[src/hdl/pce_pkg.sv]
package pce_pkg;

   // Widths of the configuration registers and of the frame position.
   localparam int GEN_W       = 28;
   localparam int PAT_W       = 32;
   localparam int PER_W       = 4;
   localparam int TAIL_W      = 24;
   localparam int IDX_W       = 16;
   localparam int CSR_ADDR_W  = 5;
   localparam int CSR_DATA_W  = 32;

   // Lanes carried per step record; steps with fewer outputs leave the rest clear.
   localparam int LANES       = 4;
   localparam int QUEUE_DEPTH = 4;

   localparam logic [IDX_W-1:0] INDEX_MAX = '1;

   // Register indexes (byte address divided by four).
   localparam logic [2:0] REG_GEN_POLYS    = 3'd0;
   localparam logic [2:0] REG_PATTERN_A    = 3'd1;
   localparam logic [2:0] REG_PERIOD_A     = 3'd2;
   localparam logic [2:0] REG_PATTERN_B    = 3'd3;
   localparam logic [2:0] REG_PERIOD_B     = 3'd4;
   localparam logic [2:0] REG_TAIL_PATTERN = 3'd5;
   localparam logic [2:0] REG_PART_A_BITS  = 3'd6;
   localparam logic [2:0] REG_FAC_MODE     = 3'd7;

   typedef struct packed {
      logic [GEN_W-1:0]  generator_polys;
      logic [PAT_W-1:0]  pattern_a;
      logic [PER_W-1:0]  period_a;
      logic [PAT_W-1:0]  pattern_b;
      logic [PER_W-1:0]  period_b;
      logic [TAIL_W-1:0] tail_pattern;
      logic [IDX_W-1:0]  part_a_bits;
      logic              fac_mode;
   } csr_type;

   // One encoder step: parities, which of them survive puncturing, frame end.
   // Closing marks the data step of a frame-ending item and all of its tail steps.
   typedef struct packed {
      logic             closing;
      logic             last;
      logic [LANES-1:0] parity;
      logic [LANES-1:0] keep;
   } step_type;

   // A period of zero behaves as one, and anything above the maximum as the maximum.
   function automatic logic [PER_W-1:0] eff_period(input logic [PER_W-1:0] p,
                                                   input logic [PER_W-1:0] max_p);
      logic [PER_W-1:0] r;
      if (p == '0) begin
         r = PER_W'(1);
      end else if (p > max_p) begin
         r = max_p;
      end else begin
         r = p;
      end
      return r;
   endfunction

endpackage

[src/hdl/pce_queue.sv]
module pce_queue
   import pce_pkg::*;
(
   input  logic     clock,
   input  logic     reset,
   input  logic     push,
   input  step_type push_data,
   output logic     full,
   input  logic     pop,
   output logic     pop_valid,
   output step_type pop_data
);

   localparam int QA = $clog2(QUEUE_DEPTH);

   step_type        store_ff [QUEUE_DEPTH];
   logic [QA:0]     wr_ptr_ff;
   logic [QA:0]     rd_ptr_ff;

   // Pointers carry one extra bit to tell a full queue from an empty one.
   assign full      = (wr_ptr_ff[QA] != rd_ptr_ff[QA]) &&
                      (wr_ptr_ff[QA-1:0] == rd_ptr_ff[QA-1:0]);
   assign pop_valid = (wr_ptr_ff != rd_ptr_ff);
   assign pop_data  = store_ff[rd_ptr_ff[QA-1:0]];

   always_ff @(posedge clock) begin
      if (push && !full) begin
         store_ff[wr_ptr_ff[QA-1:0]] <= push_data;
      end
   end

   always_ff @(posedge clock) begin
      if (reset) begin
         wr_ptr_ff <= '0;
         rd_ptr_ff <= '0;
      end else begin
         if (push && !full) begin
            wr_ptr_ff <= wr_ptr_ff + 1'b1;
         end
         if (pop && pop_valid) begin
            rd_ptr_ff <= rd_ptr_ff + 1'b1;
         end
      end
   end

endmodule

[src/hdl/pce_front.sv]
module pce_front
   import pce_pkg::*;
#(
   parameter int CONSTRAINT_LEN   = 7,
   parameter int OUTPUTS_PER_STEP = 4,
   parameter int MAX_PERIOD       = 8
)
(
   input  logic     clock,
   input  logic     reset,
   input  csr_type  cfg,
   input  logic     req_tvalid,
   output logic     req_tready,
   input  logic     data_bit,
   input  logic     frame_last,
   output logic     step_push,
   output step_type step_data,
   input  logic     queue_full
);

   localparam int TAIL_STEPS = CONSTRAINT_LEN - 1;
   localparam int TW         = (TAIL_STEPS > 2) ? $clog2(TAIL_STEPS) : 1;
   localparam int POLY_W     = GEN_W + CONSTRAINT_LEN * LANES;

   localparam logic ST_DATA = 1'b0;
   localparam logic ST_TAIL = 1'b1;

   logic                      state_ff;
   logic [TW-1:0]             tail_cnt_ff;
   logic                      ended_in_a_ff;
   logic [CONSTRAINT_LEN-1:0] shift_ff;
   logic [PER_W-1:0]          period_count_ff;
   logic [PAT_W-1:0]          mask_ff;
   logic [IDX_W-1:0]          bit_index_ff;

   logic                      in_tail;
   logic                      step_go;
   logic                      advance;
   logic                      in_a;
   logic                      enter_b;
   logic                      last_step;
   logic [PER_W-1:0]          per;
   logic [PER_W-1:0]          pc_start;
   logic [PER_W-1:0]          pc_inc;
   logic [PER_W-1:0]          period_count_in;
   logic [PAT_W-1:0]          mask_sel;
   logic [CONSTRAINT_LEN-1:0] shift_in;
   logic [POLY_W-1:0]         polys_wide;
   logic [IDX_W-1:0]          bit_index_in;

   // Items enter only between frames' tails and while the queue has room.
   assign in_tail    = (state_ff == ST_TAIL);
   assign req_tready = !in_tail && !queue_full;
   assign step_go    = !queue_full && (in_tail || req_tvalid);
   assign last_step  = in_tail && (tail_cnt_ff == TW'(TAIL_STEPS - 1));
   assign polys_wide = {{(CONSTRAINT_LEN * LANES){1'b0}}, cfg.generator_polys};

   // Classify the step: part A, part B, or a tail step of either kind.
   always_comb begin
      advance = !in_tail || cfg.fac_mode;
      in_a    = !in_tail && (bit_index_ff < cfg.part_a_bits);
      enter_b = ((bit_index_ff == cfg.part_a_bits) && (bit_index_ff != INDEX_MAX)) ||
                (in_tail && (tail_cnt_ff == '0) && ended_in_a_ff);
      per     = in_a ? eff_period(cfg.period_a, PER_W'(MAX_PERIOD))
                     : eff_period(cfg.period_b, PER_W'(MAX_PERIOD));
      pc_start = (!in_a && enter_b) ? '0 : period_count_ff;
      pc_inc   = pc_start + 1'b1;
      period_count_in = (pc_inc >= per) ? '0 : pc_inc;
      if (advance) begin
         if (pc_start == '0) begin
            mask_sel = in_a ? cfg.pattern_a : cfg.pattern_b;
         end else begin
            mask_sel = mask_ff;
         end
      end else if (tail_cnt_ff == '0) begin
         mask_sel = PAT_W'(cfg.tail_pattern);
      end else begin
         mask_sel = mask_ff;
      end
      bit_index_in = (bit_index_ff == INDEX_MAX) ? bit_index_ff : bit_index_ff + 1'b1;
   end

   // New encoder state and the parities formed from it.
   always_comb begin
      shift_in = {shift_ff[CONSTRAINT_LEN-2:0], (!in_tail && data_bit)};
      step_data = '0;
      step_data.closing = in_tail || frame_last;
      step_data.last = last_step;
      for (int k = 0; k < LANES; k++) begin
         if (k < OUTPUTS_PER_STEP) begin
            step_data.parity[k] = ^(shift_in & polys_wide[CONSTRAINT_LEN*k +: CONSTRAINT_LEN]);
            step_data.keep[k]   = mask_sel[k];
         end
      end
   end

   assign step_push = step_go;

   // Step state; everything clears once the last tail step has gone out.
   always_ff @(posedge clock) begin
      if (reset) begin
         state_ff        <= ST_DATA;
         tail_cnt_ff     <= '0;
         ended_in_a_ff   <= 1'b0;
         shift_ff        <= '0;
         period_count_ff <= '0;
         mask_ff         <= '0;
         bit_index_ff    <= '0;
      end else if (step_go) begin
         if (last_step) begin
            state_ff        <= ST_DATA;
            tail_cnt_ff     <= '0;
            ended_in_a_ff   <= 1'b0;
            shift_ff        <= '0;
            period_count_ff <= '0;
            mask_ff         <= '0;
            bit_index_ff    <= '0;
         end else begin
            shift_ff <= shift_in;
            mask_ff  <= mask_sel >> OUTPUTS_PER_STEP;
            if (advance) begin
               period_count_ff <= period_count_in;
               bit_index_ff    <= bit_index_in;
            end
            if (in_tail) begin
               tail_cnt_ff <= tail_cnt_ff + 1'b1;
            end else if (frame_last) begin
               state_ff      <= ST_TAIL;
               tail_cnt_ff   <= '0;
               ended_in_a_ff <= in_a;
            end
         end
      end
   end

endmodule

[src/hdl/pce_back.sv]
module pce_back
   import pce_pkg::*;
(
   input  logic     clock,
   input  logic     reset,
   input  logic     step_valid,
   input  step_type step_data,
   output logic     step_pop,
   output logic     rsp_tvalid,
   input  logic     rsp_tready,
   output logic     coded_bit,
   output logic     frame_end
);

   logic             cur_valid_ff;
   step_type         cur_ff;
   logic             pend_valid_ff;
   logic             pend_bit_ff;
   logic             out_valid_ff;
   logic             out_bit_ff;
   logic             out_end_ff;

   logic             out_free;
   logic             hold_ok;
   logic             has_keep;
   logic [LANES-1:0] low_sel;
   logic [LANES-1:0] keep_rest;
   logic             pick_bit;
   logic             take;
   logic             direct;
   logic             flush;
   logic             retire;
   logic             load;
   logic             emit;

   // Lowest surviving lane of the current step goes next. Bits of ordinary steps go
   // straight out; bits of a frame's closing steps pass through the hold register.
   always_comb begin
      out_free  = !out_valid_ff || rsp_tready;
      hold_ok   = !pend_valid_ff || out_free;
      has_keep  = (cur_ff.keep != '0);
      low_sel   = cur_ff.keep & (~cur_ff.keep + 1'b1);
      keep_rest = cur_ff.keep & ~low_sel;
      pick_bit  = |(low_sel & cur_ff.parity);
      take      = cur_valid_ff && has_keep && (cur_ff.closing ? hold_ok : out_free);
      direct    = take && !cur_ff.closing;
      flush     = cur_valid_ff && !has_keep && cur_ff.last && hold_ok;
      retire    = (cur_valid_ff && !has_keep && !cur_ff.last) || flush ||
                  (take && (keep_rest == '0) && !cur_ff.last);
      load      = step_valid && (!cur_valid_ff || retire);
      emit      = direct || (pend_valid_ff && (take || flush));
   end

   assign step_pop = load;

   // Current step record.
   always_ff @(posedge clock) begin
      if (reset) begin
         cur_valid_ff <= 1'b0;
      end else if (load) begin
         cur_valid_ff <= 1'b1;
      end else if (retire) begin
         cur_valid_ff <= 1'b0;
      end
   end

   always_ff @(posedge clock) begin
      if (load) begin
         cur_ff <= step_data;
      end else if (take) begin
         cur_ff.keep <= keep_rest;
      end
   end

   // Within the closing steps one bit is held back until it is known whether the
   // frame ends on it.
   always_ff @(posedge clock) begin
      if (reset) begin
         pend_valid_ff <= 1'b0;
      end else if (take && cur_ff.closing) begin
         pend_valid_ff <= 1'b1;
      end else if (flush) begin
         pend_valid_ff <= 1'b0;
      end
   end

   always_ff @(posedge clock) begin
      if (take && cur_ff.closing) begin
         pend_bit_ff <= pick_bit;
      end
   end

   // Output register.
   always_ff @(posedge clock) begin
      if (reset) begin
         out_valid_ff <= 1'b0;
      end else if (emit) begin
         out_valid_ff <= 1'b1;
      end else if (rsp_tready) begin
         out_valid_ff <= 1'b0;
      end
   end

   always_ff @(posedge clock) begin
      if (emit) begin
         out_bit_ff <= direct ? pick_bit : pend_bit_ff;
         out_end_ff <= flush;
      end
   end

   assign rsp_tvalid = out_valid_ff;
   assign coded_bit  = out_bit_ff;
   assign frame_end  = out_end_ff;

endmodule

[src/hdl/punctured_conv_encoder.sv]
// Channel  Direction  Payload
// req_     in         tdata[0] data_bit, tlast frame_last
// rsp_     out        tdata[0] coded_bit, tlast frame_end
// csr_     in/out     APB-style registers at byte address 4*index
//
// The front step unit turns each item into one step record; the back part sends at most one
// coded bit a cycle while rsp_tready holds, and an item yields as many bits as it keeps parity
// bits, four at most. A frame-ending item adds six tail steps, during which the input is held
// off, and the final bit of the frame is marked through the hold register.
// Reset is synchronous and clears the encoder state, the step queue and the output register.
// Either side may stall on its own: the four-entry step queue decouples them.
module punctured_conv_encoder
   import pce_pkg::*;
#(
   parameter int CONSTRAINT_LEN   = 7,
   parameter int OUTPUTS_PER_STEP = 4,
   parameter int MAX_PERIOD       = 8
)
(
   input  logic                  clock,
   input  logic                  reset,
   input  logic                  req_tvalid,
   output logic                  req_tready,
   input  logic [7:0]            req_tdata,   // [0] data_bit
   input  logic                  req_tlast,
   output logic                  rsp_tvalid,
   input  logic                  rsp_tready,
   output logic [7:0]            rsp_tdata,   // [0] coded_bit
   output logic                  rsp_tlast,
   input  logic                  csr_psel,
   input  logic                  csr_penable,
   input  logic                  csr_pwrite,
   input  logic [CSR_ADDR_W-1:0] csr_paddr,
   input  logic [CSR_DATA_W-1:0] csr_pwdata,
   output logic [CSR_DATA_W-1:0] csr_prdata,
   output logic                  csr_pready
);

   csr_type     cfg_ff;
   logic        csr_write;
   logic [2:0]  reg_index;
   logic        step_push;
   step_type    push_data;
   logic        queue_full;
   logic        step_pop;
   logic        step_valid;
   step_type    pop_data;
   logic        coded_bit;

   assign csr_pready = 1'b1;
   assign csr_write  = csr_psel && csr_penable && csr_pwrite;
   assign reg_index  = csr_paddr[4:2];

   // Register writes.
   always_ff @(posedge clock) begin
      if (reset) begin
         cfg_ff.generator_polys <= '0;
         cfg_ff.pattern_a       <= '0;
         cfg_ff.period_a        <= PER_W'(1);
         cfg_ff.pattern_b       <= '0;
         cfg_ff.period_b        <= PER_W'(1);
         cfg_ff.tail_pattern    <= '0;
         cfg_ff.part_a_bits     <= '0;
         cfg_ff.fac_mode        <= 1'b0;
      end else if (csr_write) begin
         unique case (reg_index)
            REG_GEN_POLYS:    cfg_ff.generator_polys <= csr_pwdata[GEN_W-1:0];
            REG_PATTERN_A:    cfg_ff.pattern_a       <= csr_pwdata[PAT_W-1:0];
            REG_PERIOD_A:     cfg_ff.period_a        <= csr_pwdata[PER_W-1:0];
            REG_PATTERN_B:    cfg_ff.pattern_b       <= csr_pwdata[PAT_W-1:0];
            REG_PERIOD_B:     cfg_ff.period_b        <= csr_pwdata[PER_W-1:0];
            REG_TAIL_PATTERN: cfg_ff.tail_pattern    <= csr_pwdata[TAIL_W-1:0];
            REG_PART_A_BITS:  cfg_ff.part_a_bits     <= csr_pwdata[IDX_W-1:0];
            REG_FAC_MODE:     cfg_ff.fac_mode        <= csr_pwdata[0];
            default: ;
         endcase
      end
   end

   // Register reads.
   always_comb begin
      unique case (reg_index)
         REG_GEN_POLYS:    csr_prdata = CSR_DATA_W'(cfg_ff.generator_polys);
         REG_PATTERN_A:    csr_prdata = CSR_DATA_W'(cfg_ff.pattern_a);
         REG_PERIOD_A:     csr_prdata = CSR_DATA_W'(cfg_ff.period_a);
         REG_PATTERN_B:    csr_prdata = CSR_DATA_W'(cfg_ff.pattern_b);
         REG_PERIOD_B:     csr_prdata = CSR_DATA_W'(cfg_ff.period_b);
         REG_TAIL_PATTERN: csr_prdata = CSR_DATA_W'(cfg_ff.tail_pattern);
         REG_PART_A_BITS:  csr_prdata = CSR_DATA_W'(cfg_ff.part_a_bits);
         REG_FAC_MODE:     csr_prdata = CSR_DATA_W'(cfg_ff.fac_mode);
         default:          csr_prdata = '0;
      endcase
   end

   pce_front #(
      .CONSTRAINT_LEN   (CONSTRAINT_LEN),
      .OUTPUTS_PER_STEP (OUTPUTS_PER_STEP),
      .MAX_PERIOD       (MAX_PERIOD)
   ) u_front (
      .clock      (clock),
      .reset      (reset),
      .cfg        (cfg_ff),
      .req_tvalid (req_tvalid),
      .req_tready (req_tready),
      .data_bit   (req_tdata[0]),
      .frame_last (req_tlast),
      .step_push  (step_push),
      .step_data  (push_data),
      .queue_full (queue_full)
   );

   pce_queue u_queue (
      .clock     (clock),
      .reset     (reset),
      .push      (step_push),
      .push_data (push_data),
      .full      (queue_full),
      .pop       (step_pop),
      .pop_valid (step_valid),
      .pop_data  (pop_data)
   );

   pce_back u_back (
      .clock      (clock),
      .reset      (reset),
      .step_valid (step_valid),
      .step_data  (pop_data),
      .step_pop   (step_pop),
      .rsp_tvalid (rsp_tvalid),
      .rsp_tready (rsp_tready),
      .coded_bit  (coded_bit),
      .frame_end  (rsp_tlast)
   );

   assign rsp_tdata = {7'b0, coded_bit};

endmodule
[config.mk]
export PLATFORM = sky130hd
export DESIGN_NAME = punctured_conv_encoder
export DESIGN_NICKNAME = d
export VERILOG_FILES = /design/src/hdl/pce_pkg.sv /design/src/hdl/pce_queue.sv /design/src/hdl/pce_front.sv /design/src/hdl/pce_back.sv /design/src/hdl/punctured_conv_encoder.sv
export SDC_FILE = /design/constraint.sdc
export NUM_CORES = 1
export LEC_CHECK = 0
export ABC_CLOCK_PERIOD_IN_PS = 6600
export BUFFER_PORTS_ARGS = -buffer_cell sky130_fd_sc_hd__buf_2
export CAP_MARGIN = 25
export CORE_MARGIN = 2
export CORE_UTILIZATION = 66
export CTS_BUF_LIST = sky130_fd_sc_hd__clkbuf_4 sky130_fd_sc_hd__clkbuf_8
export CTS_CLUSTER_DIAMETER = 200
export DETAILED_ROUTE_END_ITERATION = 6
export GPL_TIMING_DRIVEN = 0
export PLACE_DENSITY = 0.89
export SYNTH_ARGS = -nofsm -noshare
export SYNTH_HDL_FRONTEND = slang
export SYNTH_SLANG_ARGS = --single-unit
export TNS_END_PERCENT = 50
[constraint.sdc]
create_clock -name clock -period 6.6 [get_ports clock]
set_input_delay 0.99 -clock clock [delete_from_list [all_inputs] [get_ports clock]]
set_output_delay 0.99 -clock clock [all_outputs]
set_load 0.02 [all_outputs]
==> results.toml, run 1 <==
[setup_path]
cp.buffers_inverters = 3
path_delay_family = "simple AND/OR/NAND/NOR gates"
cp.required_ns = 7.08
worstSetupStartpointType = "flip-flop"
worst-setup-path-type = "reg -> reg"
cp_max_fo = 10
crit_top_cell = "ha_1"
crit_slowest_cell = "or4_1"
critical_path.max_stage_delay_ns = 0.61
cp.arrival_ns = 5.26
end_kind = "flip-flop"
regToRegSetupSlack_ns = 1.82
path_cells = "inv_1 -> ha_1 -> nand4_1 -> or4_1 -> a21o_1 -> nand4_1 -> clkbuf_1 -> nand2_1 -> nand2_1 -> inv_1 -> ha_1 -> xnor2_1 -> ha_1 -> o21ai_0 -> a21oi_1 -> nor3_1 -> nand4b_1 -> a31oi_1"

[drt]
initialDrtViolationCount = 1545
routed_wl_um = 40550
firstDrtPassIters = 7
wl_per_cell_um = 21.15
drc_errors = 38
ant_nets = 0
vias_per_cell = 6.465
vias = 12390

[floorplan]
initial_core_util_pct = 66.97
rows = 51
ios = 97
die_x_um = 144.1
die_area_mm2 = 0.02076
fp.dieH_um = 144.1
coreArea_mm2 = 0.01933

[final_layout]
layout-drive-gt1-share_pct = 13.44
fin_area_mm2 = 0.01464
final_nets = 1706
seqCellArea_mm2 = 0.005816
antennaDiodeCount = 0
nFillCells = 1306
multi_input_area_mm2 = 0.006604
syn2layout_area_growth_pct = 13.03

[synthesis]
synth.area.top_cells = "dfxtp_1 33%, edfxtp_1 12%, nand2_1 9.9%"
postSynthCellCount = 1495
synth-xor-area-share_pct = 2.976
yosys_register_bits = 264
synth_top_area_share_pct = 32.62
avgSynthCellArea_um2 = 8.661
synth_area_mm2 = 0.01295
synth_top_family_by_area = "simple AND/OR/NAND/NOR gates"
synthAdderAreaFrac_pct = 2.995
synth-seq-area-share_pct = 44.91
synth-simple-area-share_pct = 17.46
synth_ff_type = "dfxtp_1"
ys_types = 57
synth_async_sr_flop_share_pct = 0
synth-edff-count = 53
muxShareOfSynthArea_pct = 10.21
synth_compound_area_share_pct = 17.12
synth_top_area_cell = "dfxtp_1"
yosysWarnings = 0

[cts]
cts_tree = "built"
cts_made_buffers = 43
clkSinkCount = 264
cts.root.buffer_cell = "clkbuf_8"
clockBufferDepth = 3
clkLatencyLatePin_ns = 0.56
cts_resized = 0
post-cts-setup-buffer-count = 0
ctsHoldBuffers = 0
htree_levels = 2
clk_pin_slew_ns = 0.06

[grt]
met1_usage_pct = 48.22
met2_usage_pct = 59.82
gr-total-overflow = 0
track_usage_pct = 38.87
grt.busiest_layer = "met2"
grt_use_met3_pct = 11.79
antenna_found_initial = 0
grt_pass1_vias = 11790
grt_pass1_wl_um = 61830
grt_max_degree = 12

[sta]
period_share_pct = 72.44
setup_viol = 0
maxSlewViolCount = 0
tightestPinTransition_ns = 0.9041
rsz0062_at_grt = "false"
fmax_ghz = 0.2092
hold_viol_final = 0
final.setup.worst_slack_ns = 1.819
fin_worst_skew_ns = 0.01809
period_minus_slack_ns = 4.781
maxSlewHeadroom_pct = 39.26
finalSetupTns_ns = 0

[outcome]
status = "finished, violations left"
violations = "DRC"

[power]
p_leak_uw = 0.005274
power_density_mw_per_mm2 = 278.1
total_power_uw = 4070
ir_drop_mv = 0.1774

[place]
dpl.hpwl_um = 28210
place_area_mm2 = 0.01368
place.gp.congestion = 1.071
io_buffers = 76
place_ws_ns = 2.050

[worst_hold_path]
hold_path.class = "reg -> reg"

[flow_run]
cap_violations = 0
==> kinds of logic after synthesis <==
kind of cell	Yosys count
AND/OR/NAND/NOR	542
buffers and inverters	136
adder cells (fa/ha/maj)	31
XOR/XNOR	44
flip-flops	264
multiplexers	115
other	2
AO/OA/AOI/OAI	361
==> Yosys cell counts, drive strengths merged, types with 4 or more instances <==
| cell | n |
|---|---|
| nand4 | 13 |
| a221o | 5 |
| o21a | 10 |
| a22oi | 14 |
| xor2 | 15 |
| clkbuf | 80 |
| mux2 | 37 |
| or3 | 11 |
| inv | 34 |
| o22ai | 5 |
| nand3 | 18 |
| mux2i | 68 |
| nor2b | 12 |
| edfxtp | 53 |
| buf | 21 |
| and2 | 5 |
| a21o | 24 |
| xnor2 | 29 |
| ha | 31 |
| nand2 | 343 |
| or2 | 5 |
| a221oi | 27 |
| o21ai | 57 |
| a21oi | 176 |
| nand2b | 8 |
| dfxtp | 211 |
| o211ai | 4 |
| nor3 | 15 |
| mux4 | 10 |
| nor2 | 100 |
| a2bb2oi | 20 |
==> power by group <==
part / internal (µW) / switching (µW)
sequential: 1770 / 66.2
clock: 920 / 669
combinational: 229 / 416
==> worst paths after layout <==
path,to,depth (start not counted),startpoint
max,u_front.period_count_ff[2],18,cfg_ff[16]
min,u_front.ended_in_a_ff,2,u_front.ended_in_a_ff
max reg2reg,u_front.period_count_ff[2],18,cfg_ff[16]
min reg2reg,u_front.ended_in_a_ff,2,u_front.ended_in_a_ff
==> flip-flops by register name, indices dropped and copies added (netlist names), 3 cells and up, named ones only <==
signal,cells
cfg_ff,141
u_back.cur_ff,10
u_front.bit_index_ff,16
u_front.mask_ff,28
u_front.period_count_ff,4
u_front.shift_ff,6
u_front.tail_cnt_ff,3
u_queue.rd_ptr_ff,3
u_queue.store_ff,40
u_queue.wr_ptr_ff,3
==> layout make-up <==
type	instances	area share, %
sequential	264	39.74
clock buffer	68	5.711
buffer	101	2.873
tap	265	2.266
clock inverter	7	0.7951
inverter	35	0.8977
multi-input combinational	1101	45.12
timing repair buffer	76	2.599
==> stage by stage <==
stage	utilization, %	hold WS [ns]	cells
finish	75.69	0.4688	1917
global route	75.69	0.4967	1917
CTS	75.69	0.4636	1917
detailed placement	70.77	0.4562	1842
global placement	70.77	0.4455	1842
floorplan	-	0.4320	1501
==> layer usage <==
metal	part of all wire (%)	up-vias
li1	-	5463
met1	36	5735
met2	44	958
met3	13	238
met4	6.5	0
met5	0	-
==> worst reg2reg max path, stage by stage (launching register included) <==
cell and delay [ns]:
dfxtp_1 0.39, inv_1 0.07, ha_1 0.29, nand4_1 0.16, or4_1 0.61, a21o_1 0.21, nand4_1 0.35, clkbuf_1 0.55
nand2_1 0.21, nand2_1 0.15, inv_1 0.05, ha_1 0.21, xnor2_1 0.19, ha_1 0.25, o21ai_0 0.17, a21oi_1 0.06
nor3_1 0.46, nand4b_1 0.17, a31oi_1 0.16
==> cells in the final DEF (no fill, tap or decap), types with 5 or more instances in the layout <==
cell	instances
and2_1	5
nand2_1	343
nor3_1	15
xnor2_1	29
a221o_1	5
conb_1	8
clkbuf_4	16
a21o_1	24
buf_1	6
inv_1	32
edfxtp_1	53
o22ai_1	5
mux4_2	10
a22oi_1	14
ha_1	31
nand2b_1	8
a21oi_1	176
o21ai_0	36
dfxtp_1	211
xor2_1	15
nand3_1	18
o21ai_1	21
mux2i_1	68
o21a_1	10
or3_1	11
a2bb2oi_1	20
mux2_2	37
nand4_1	13
a221oi_1	27
clkbuf_8	52
buf_2	82
nor2b_1	12
buf_4	9
nor2_1	100
clkbuf_1	80
Note: power is estimated with default switching activity, not from simulation.
==> run 2, diff against run 1 <==
--- a/config.mk
+++ b/config.mk
@@ -5,16 +5,17 @@
 export SDC_FILE = /design/constraint.sdc
 export NUM_CORES = 1
 export LEC_CHECK = 0
-export ABC_CLOCK_PERIOD_IN_PS = 6600
+export ABC_AREA = 1
+export ABC_CLOCK_PERIOD_IN_PS = 3950
 export BUFFER_PORTS_ARGS = -buffer_cell sky130_fd_sc_hd__buf_2
 export CAP_MARGIN = 25
 export CORE_MARGIN = 2
-export CORE_UTILIZATION = 66
+export CORE_UTILIZATION = 57
 export CTS_BUF_LIST = sky130_fd_sc_hd__clkbuf_4 sky130_fd_sc_hd__clkbuf_8
 export CTS_CLUSTER_DIAMETER = 200
 export DETAILED_ROUTE_END_ITERATION = 6
 export GPL_TIMING_DRIVEN = 0
-export PLACE_DENSITY = 0.89
+export PLACE_DENSITY = 0.82
 export SYNTH_ARGS = -nofsm -noshare
 export SYNTH_HDL_FRONTEND = slang
 export SYNTH_SLANG_ARGS = --single-unit
==> constraint.sdc (replaced) <==
create_clock -name clock -period 3.95 [get_ports clock]
set_input_delay 0.5925 -clock clock [delete_from_list [all_inputs] [get_ports clock]]
set_output_delay 0.5925 -clock clock [all_outputs]
set_load 0.02 [all_outputs]
==> results.toml, run 2 <==
[outcome]
status = "finished, violations left"
violations = "DRC"

[final_layout]
multi_input_area_mm2 = 0.006231
largest_reg_flops = 141
layout_common_cells = "331 x nand2_1, 211 x dfxtp_1, 202 x nor2_1, 186 x o21ai_0, 185 x a21oi_1"
top_register = "cfg_ff"
final_common_cell = "nand2_1"
syn2layout_area_growth_pct = 13.48
final_nets = 1991
layout-drive-gt1-share_pct = 12.79
nFillCells = 1988
utilization_pct = 66.10
seqCellArea_mm2 = 0.005816

[power]
p_sw_uw = 2498
intPower_uw = 5122
switching_share_pct = 32.78
ir_drop_mv = 0.2832
p_comb_share_pct = 21.9
power_density_mw_per_mm2 = 507.6
pwr-share-seq_pct = 41.7
p_leak_uw = 0.006288
p_clk_share_pct = 36.4

[floorplan]
rows = 55
fp.dieH_um = 156.3
die_x_um = 156.3
die_area_mm2 = 0.02444
initial_core_util_pct = 58.25
coreArea_mm2 = 0.02271
ios = 97

[place]
place_ws_ns = 0.2918
dpl.hpwl_um = 31080
io_buffers = 77
place.gp.congestion = 1.004

[synthesis]
synth.area.top_cells = "dfxtp_1 32%, edfxtp_1 12%, nand2_1 9.4%"
synth_top_area_cell = "dfxtp_1"
synth_top_area_share_pct = 31.93
synthAdderAreaFrac_pct = 2.932
yosysWarnings = 0
yosysMostFrequentCell = "nand2_1"
synth-edff-count = 53
avgSynthCellArea_um2 = 7.445
ys_types = 52
synth-seq-area-share_pct = 43.96
synth_compound_area_share_pct = 19.87
synth_ff_type = "dfxtp_1"
synth_async_sr_flop_share_pct = 0
muxShareOfSynthArea_pct = 0
synth_area_mm2 = 0.01323
synth_top_family_by_area = "simple AND/OR/NAND/NOR gates"
synth-xor-area-share_pct = 2.119
synth_commonest_cells = "331 x nand2_1, 211 x dfxtp_1, 202 x nor2_1"
yosys_register_bits = 264
postSynthCellCount = 1777
synth-simple-area-share_pct = 21.95

[setup_path]
cp.buffers_inverters = 3
critical_path.max_stage_delay_ns = 0.46
cp_max_fo = 18
cp.required_ns = 4.46
crit_top_cell = "nand2_1"
end_kind = "flip-flop"
reg2reg_depth = 18
reg2reg_to = "u_front.period_count_ff[3]"
path_delay_family = "compound AO/OA/AOI/OAI gates"
cp.arrival_ns = 4.17
worstSetupStartpointType = "flip-flop"
worst-setup-path-type = "reg -> reg"
regToRegSetupSlack_ns = 0.29
path_cells = "ha_1 -> a21o_1 -> nor2_1 -> nand2_1 -> nand2_2 -> nand2_8 -> clkbuf_2 -> nor2_1 -> inv_1 -> o22ai_1 -> inv_1 -> ha_1 -> a21boi_0 -> o21ai_0 -> nand2_1 -> a211oi_2 -> nand2_1 -> a21oi_1"
crit_slowest_cell = "dfxtp_1"
rr_startpoint = "u_front.bit_index_ff[7]"

[sta]
hold_viol_final = 0
period_share_pct = 92.76
setup_viol = 0
maxSlewHeadroom_pct = 36.36
fmax_ghz = 0.2729
holdWs_ns = 0.2671
finalSetupTns_ns = 0
fin_worst_skew_ns = 0.02449
period_minus_slack_ns = 3.664
maxSlewViolCount = 0
final.setup.worst_slack_ns = 0.2859
tightestPinTransition_ns = 0.9511

[drt]
ant_nets = 0
drc_errors = 18
firstDrtPassIters = 7
initialDrtViolationCount = 1845
wl_per_cell_um = 19.23
vias = 13180
vias_per_cell = 5.922
routed_wl_um = 42780

[cts]
cts_tree = "built"
clockBufferDepth = 3
cts.root.buffer_cell = "clkbuf_8"
htree_levels = 2
clk_pin_slew_ns = 0.07
cts_made_buffers = 44
clkLatencyLatePin_ns = 0.59
clkSinkCount = 264

[worst_hold_path]
min_to = "cfg_ff[112]"
hold_path.class = "in -> reg"
holdPathStages = 3
hp-start = "csr_pwdata[31]"

[grt]
track_usage_pct = 35.16
grt_max_degree = 13
grt_pass1_wl_um = 66630
gr-total-overflow = 0
antenna_found_initial = 0
grt_pass1_vias = 12480

[flow_run]
cap_violations = 0
## run 2: cell types whose count changed in the layout (fill, tap and decap cells not counted), sizes merged, moves of 37 or more
cell | previous run | this run
inv | 34 | 198
mux2 | 37 | 0
o21ai | 57 | 199
mux2i | 68 | 0
nor2 | 100 | 210
nand3 | 18 | 92
## run 2: worst min-delay path, delay by kind of cell
kind                   cells  cell delay, ns
AND/OR/NAND/NOR            2            0.12
buffers and inverters      1            0.09
## run 2: cells by family after synthesis
family,count (synthesis)
flip-flops,264
AO/OA/AOI/OAI,473
buffers and inverters,298
adder cells (fa/ha/maj),31
other,2
AND/OR/NAND/NOR,677
XOR/XNOR,32
## run 2: worst max-delay path by stage
stage / cells after the start / endpoint / startpoint
after detailed placement: 19 / u_front.period_count_ff[3] / cfg_ff[16]
after floorplan: 19 / u_front.period_count_ff[3] / u_front.bit_index_ff[13]
final: 18 / u_front.period_count_ff[3] / u_front.bit_index_ff[7]
after global placement: 20 / u_front.period_count_ff[2] / cfg_ff[14]
after global routing: 18 / u_front.period_count_ff[1] / u_front.bit_index_ff[7]
after CTS: 19 / u_front.period_count_ff[1] / u_front.bit_index_ff[13]
## run 2: area by class of cell
type / count / area share [%]
Timing Repair Buffer: 79 / 2.667
Buffer: 101 / 3.084
Sequential cell: 264 / 38.74
Clock buffer: 67 / 5.726
Tap cell: 285 / 2.375
Antenna cell: 1 / 0.01667
Multi-Input combinational cell: 1221 / 41.51
Clock inverter: 11 / 0.9668
Inverter: 196 / 4.917
## run 2: power groups by stage
stage,sequential (µW),combinational (µW),clock (µW)
after floorplan,3190,1150,0
after global placement,3220,1570,0
after detailed placement,3230,1620,0
after CTS,3180,1630,2760
after global routing,3200,1850,2870
final,3180,1670,2770
## run 2: routing by layer
layer  GRT usage [%]  part of all wire (%)  routed length [µm]  vias to the layer above
met3           7.089                    11                4870                      139
met1           46.06                    39               16700                     6086
li1                -                     -                   -                     6155
met5               0                     0                   0                        -
met4           18.00                   5.0                2154                        0
met2           55.28                    45               19050                      797
## run 2: through the flow
stage | cell area (µm²) | cells | power (µW)
final | 15010 | 2225 | 7620
after global routing | 15010 | 2224 | 7920
after CTS | 15000 | 2223 | 7563
after detailed placement | 13990 | 2145 | 4848
after global placement | 13990 | 2145 | 4797
after floorplan | 13250 | 1783 | 4335
## run 2: what timing repair did
item,in CTS,in global routing
endpoints found under the setup margin,0,4
hold buffers,0,0
resized for setup,0,2
setup buffers,0,1
==> run 3, diff against run 2 <==
--- a/config.mk
+++ b/config.mk
@@ -12,10 +12,10 @@
 export CORE_MARGIN = 2
 export CORE_UTILIZATION = 57
 export CTS_BUF_LIST = sky130_fd_sc_hd__clkbuf_4 sky130_fd_sc_hd__clkbuf_8
-export CTS_CLUSTER_DIAMETER = 200
 export DETAILED_ROUTE_END_ITERATION = 6
 export GPL_TIMING_DRIVEN = 0
 export PLACE_DENSITY = 0.82
+export REMOVE_ABC_BUFFERS = 1
 export SYNTH_ARGS = -nofsm -noshare
 export SYNTH_HDL_FRONTEND = slang
 export SYNTH_SLANG_ARGS = --single-unit
==> results.toml, run 3 (synthesis gave the netlist of run 2 again) <==
[outcome]
status = "finished clean"

[final_layout]
layout_common_cells = "331 x nand2_1, 211 x dfxtp_1, 201 x nor2_1, 186 x o21ai_0, 185 x a21oi_1"
layout-drive-gt1-share_pct = 12.55
nFillCells = 1940
final_nets = 1904
largest_reg_flops = 141
antennaDiodeCount = 0
final-instance-count-excl-fill = 2134
final_common_cell = "nand2_1"
top_register = "cfg_ff"
fin_area_mm2 = 0.01461
syn2layout_area_growth_pct = 10.47

[cts]
cts.root.buffer_cell = "clkbuf_8"
clk_pin_slew_ns = 0.06
cts_made_buffers = 43
clkLatencyLatePin_ns = 0.56
clockBufferDepth = 3
htree_levels = 2
clkSinkCount = 264
ctsHoldBuffers = 0
cts_tree = "built"

[grt]
track_usage_pct = 29.73
grt_pass1_wl_um = 57900
antenna_found_initial = 0
grt_max_degree = 77
grt_pass1_vias = 11390
gr-total-overflow = 0

[sta]
tightestPinTransition_ns = 1.003
maxSlewViolCount = 0
maxSlewHeadroom_pct = 32.87
setup_viol = 0
hold_viol_final = 0
period_share_pct = 96.65
rsz0062_at_grt = "false"
holdWs_ns = 0.2950
fin_worst_skew_ns = 0.02279
fmax_ghz = 0.2620
period_minus_slack_ns = 3.818

[power]
total_power_uw = 7104
intPower_uw = 4755
ir_drop_mv = 0.2993
pwr-share-seq_pct = 45.1
p_sw_uw = 2349
p_leak_uw = 0.006116
p_comb_share_pct = 22.2
switching_share_pct = 33.06
power_density_mw_per_mm2 = 486.1
p_clk_share_pct = 32.6

[place]
dpl.hpwl_um = 23590
place.gp.congestion = 0.8893
io_buffers = 79
place_inst = 2052
place_area_mm2 = 0.01368

[floorplan]
coreArea_mm2 = 0.02271
die_x_um = 156.3
fp.dieH_um = 156.3
initial_core_util_pct = 58.25
rows = 55
die_area_mm2 = 0.02444
ios = 97

[drt]
wl_per_cell_um = 17.41
vias = 12410
firstDrtPassIters = 5
ant_nets = 0
routed_wl_um = 37150
vias_per_cell = 5.813
drc_errors = 0
initialDrtViolationCount = 1244

[setup_path]
end_kind = "flip-flop"
cp.arrival_ns = 4.11
cp.required_ns = 4.24
critical_path.max_stage_delay_ns = 0.53
path_cells = "inv_1 -> ha_1 -> nand2_1 -> inv_2 -> nand3_1 -> nand2_1 -> nand2_4 -> nand2_1 -> ha_2 -> buf_8 -> nand2_4 -> inv_2 -> o21ai_1 -> o22ai_1"
worst-setup-path-type = "reg -> reg"
worstSetupStartpointType = "flip-flop"
cp_max_fo = 30
crit_top_cell = "nand2_1"
regToRegSetupSlack_ns = 0.13
crit_slowest_cell = "inv_2"

[worst_hold_path]
hold_path.class = "in -> reg"

[flow_run]
cap_violations = 0
==> run 3: cell type report <==
class                      count  area [µm²]  area share, %
multi-input combinational   1224        6285          43.01
sequential                   264        5816          39.79
clock buffer                  62       765.7          5.240
inverter                     196       740.7          5.068
timing repair buffer          91       598.1          4.092
tap                          285       356.6          2.440
clock inverter                12       52.55         0.3596
==> run 3: stage by stage <==
step | util [%] | worst slack [ns] | setup TNS, ns
floorplan | - | 0.7294 | 0
global placement | 59.61 | -0.6262 | -92.72
detailed placement | 60.25 | -0.2304 | -4.224
CTS | 63.93 | -0.01606 | -0.01606
global route | 64.35 | 0.02787 | 0
finish | 64.35 | 0.1325 | 0
==> run 3: critical path, delay by kind of cell (launching register included) <==
family                   cells  cell delay, ns
AO/OA/AOI/OAI                2            0.45
adder cells (fa/ha/maj)      2            0.56
buffers and inverters        4            1.06
flip-flops                   1            0.34
AND/OR/NAND/NOR              6            1.15
==> run 3: metal layers <==
| metal | part of all wire (%) | vias to the layer above | GRT usage (%) |
|---|---|---|---|
| li1 | - | 5972 | - |
| met1 | 40 | 5650 | 38.75 |
| met2 | 45 | 646 | 48.54 |
| met3 | 9.8 | 137 | 4.874 |
| met4 | 4.6 | 0 | 13.76 |
| met5 | 0 | - | 0 |
==> run 3: final timing paths <==
check,start,depth (start not counted),end
worst min-delay path,csr_pwdata[25],3,cfg_ff[138]
worst max-delay path,u_front.tail_cnt_ff[0],14,u_queue.store_ff[3][3]
worst min register to register,cfg_ff[65],2,cfg_ff[65]
worst max register to register,u_front.tail_cnt_ff[0],14,u_queue.store_ff[3][3]
==> run 3: power groups by stage <==
stage | registers [µW] | clock network [µW] | logic [µW]
2_1_floorplan | 3210 | 0 | 1050
3_3_place_gp | 3250 | 0 | 1420
3_5_place_dp | 3260 | 0 | 1490
4_1_cts | 3200 | 2320 | 1520
5_1_grt | 3230 | 2450 | 1750
6_report | 3210 | 2320 | 1580
==> run 3: repair_timing <==
action | CTS | global route
buffers inserted | 0 | 2
pin swaps | 1 | 2
setup endpoints to repair | 20 | 22
gates cloned | 1 | 2
gates resized for setup | 2 | 2
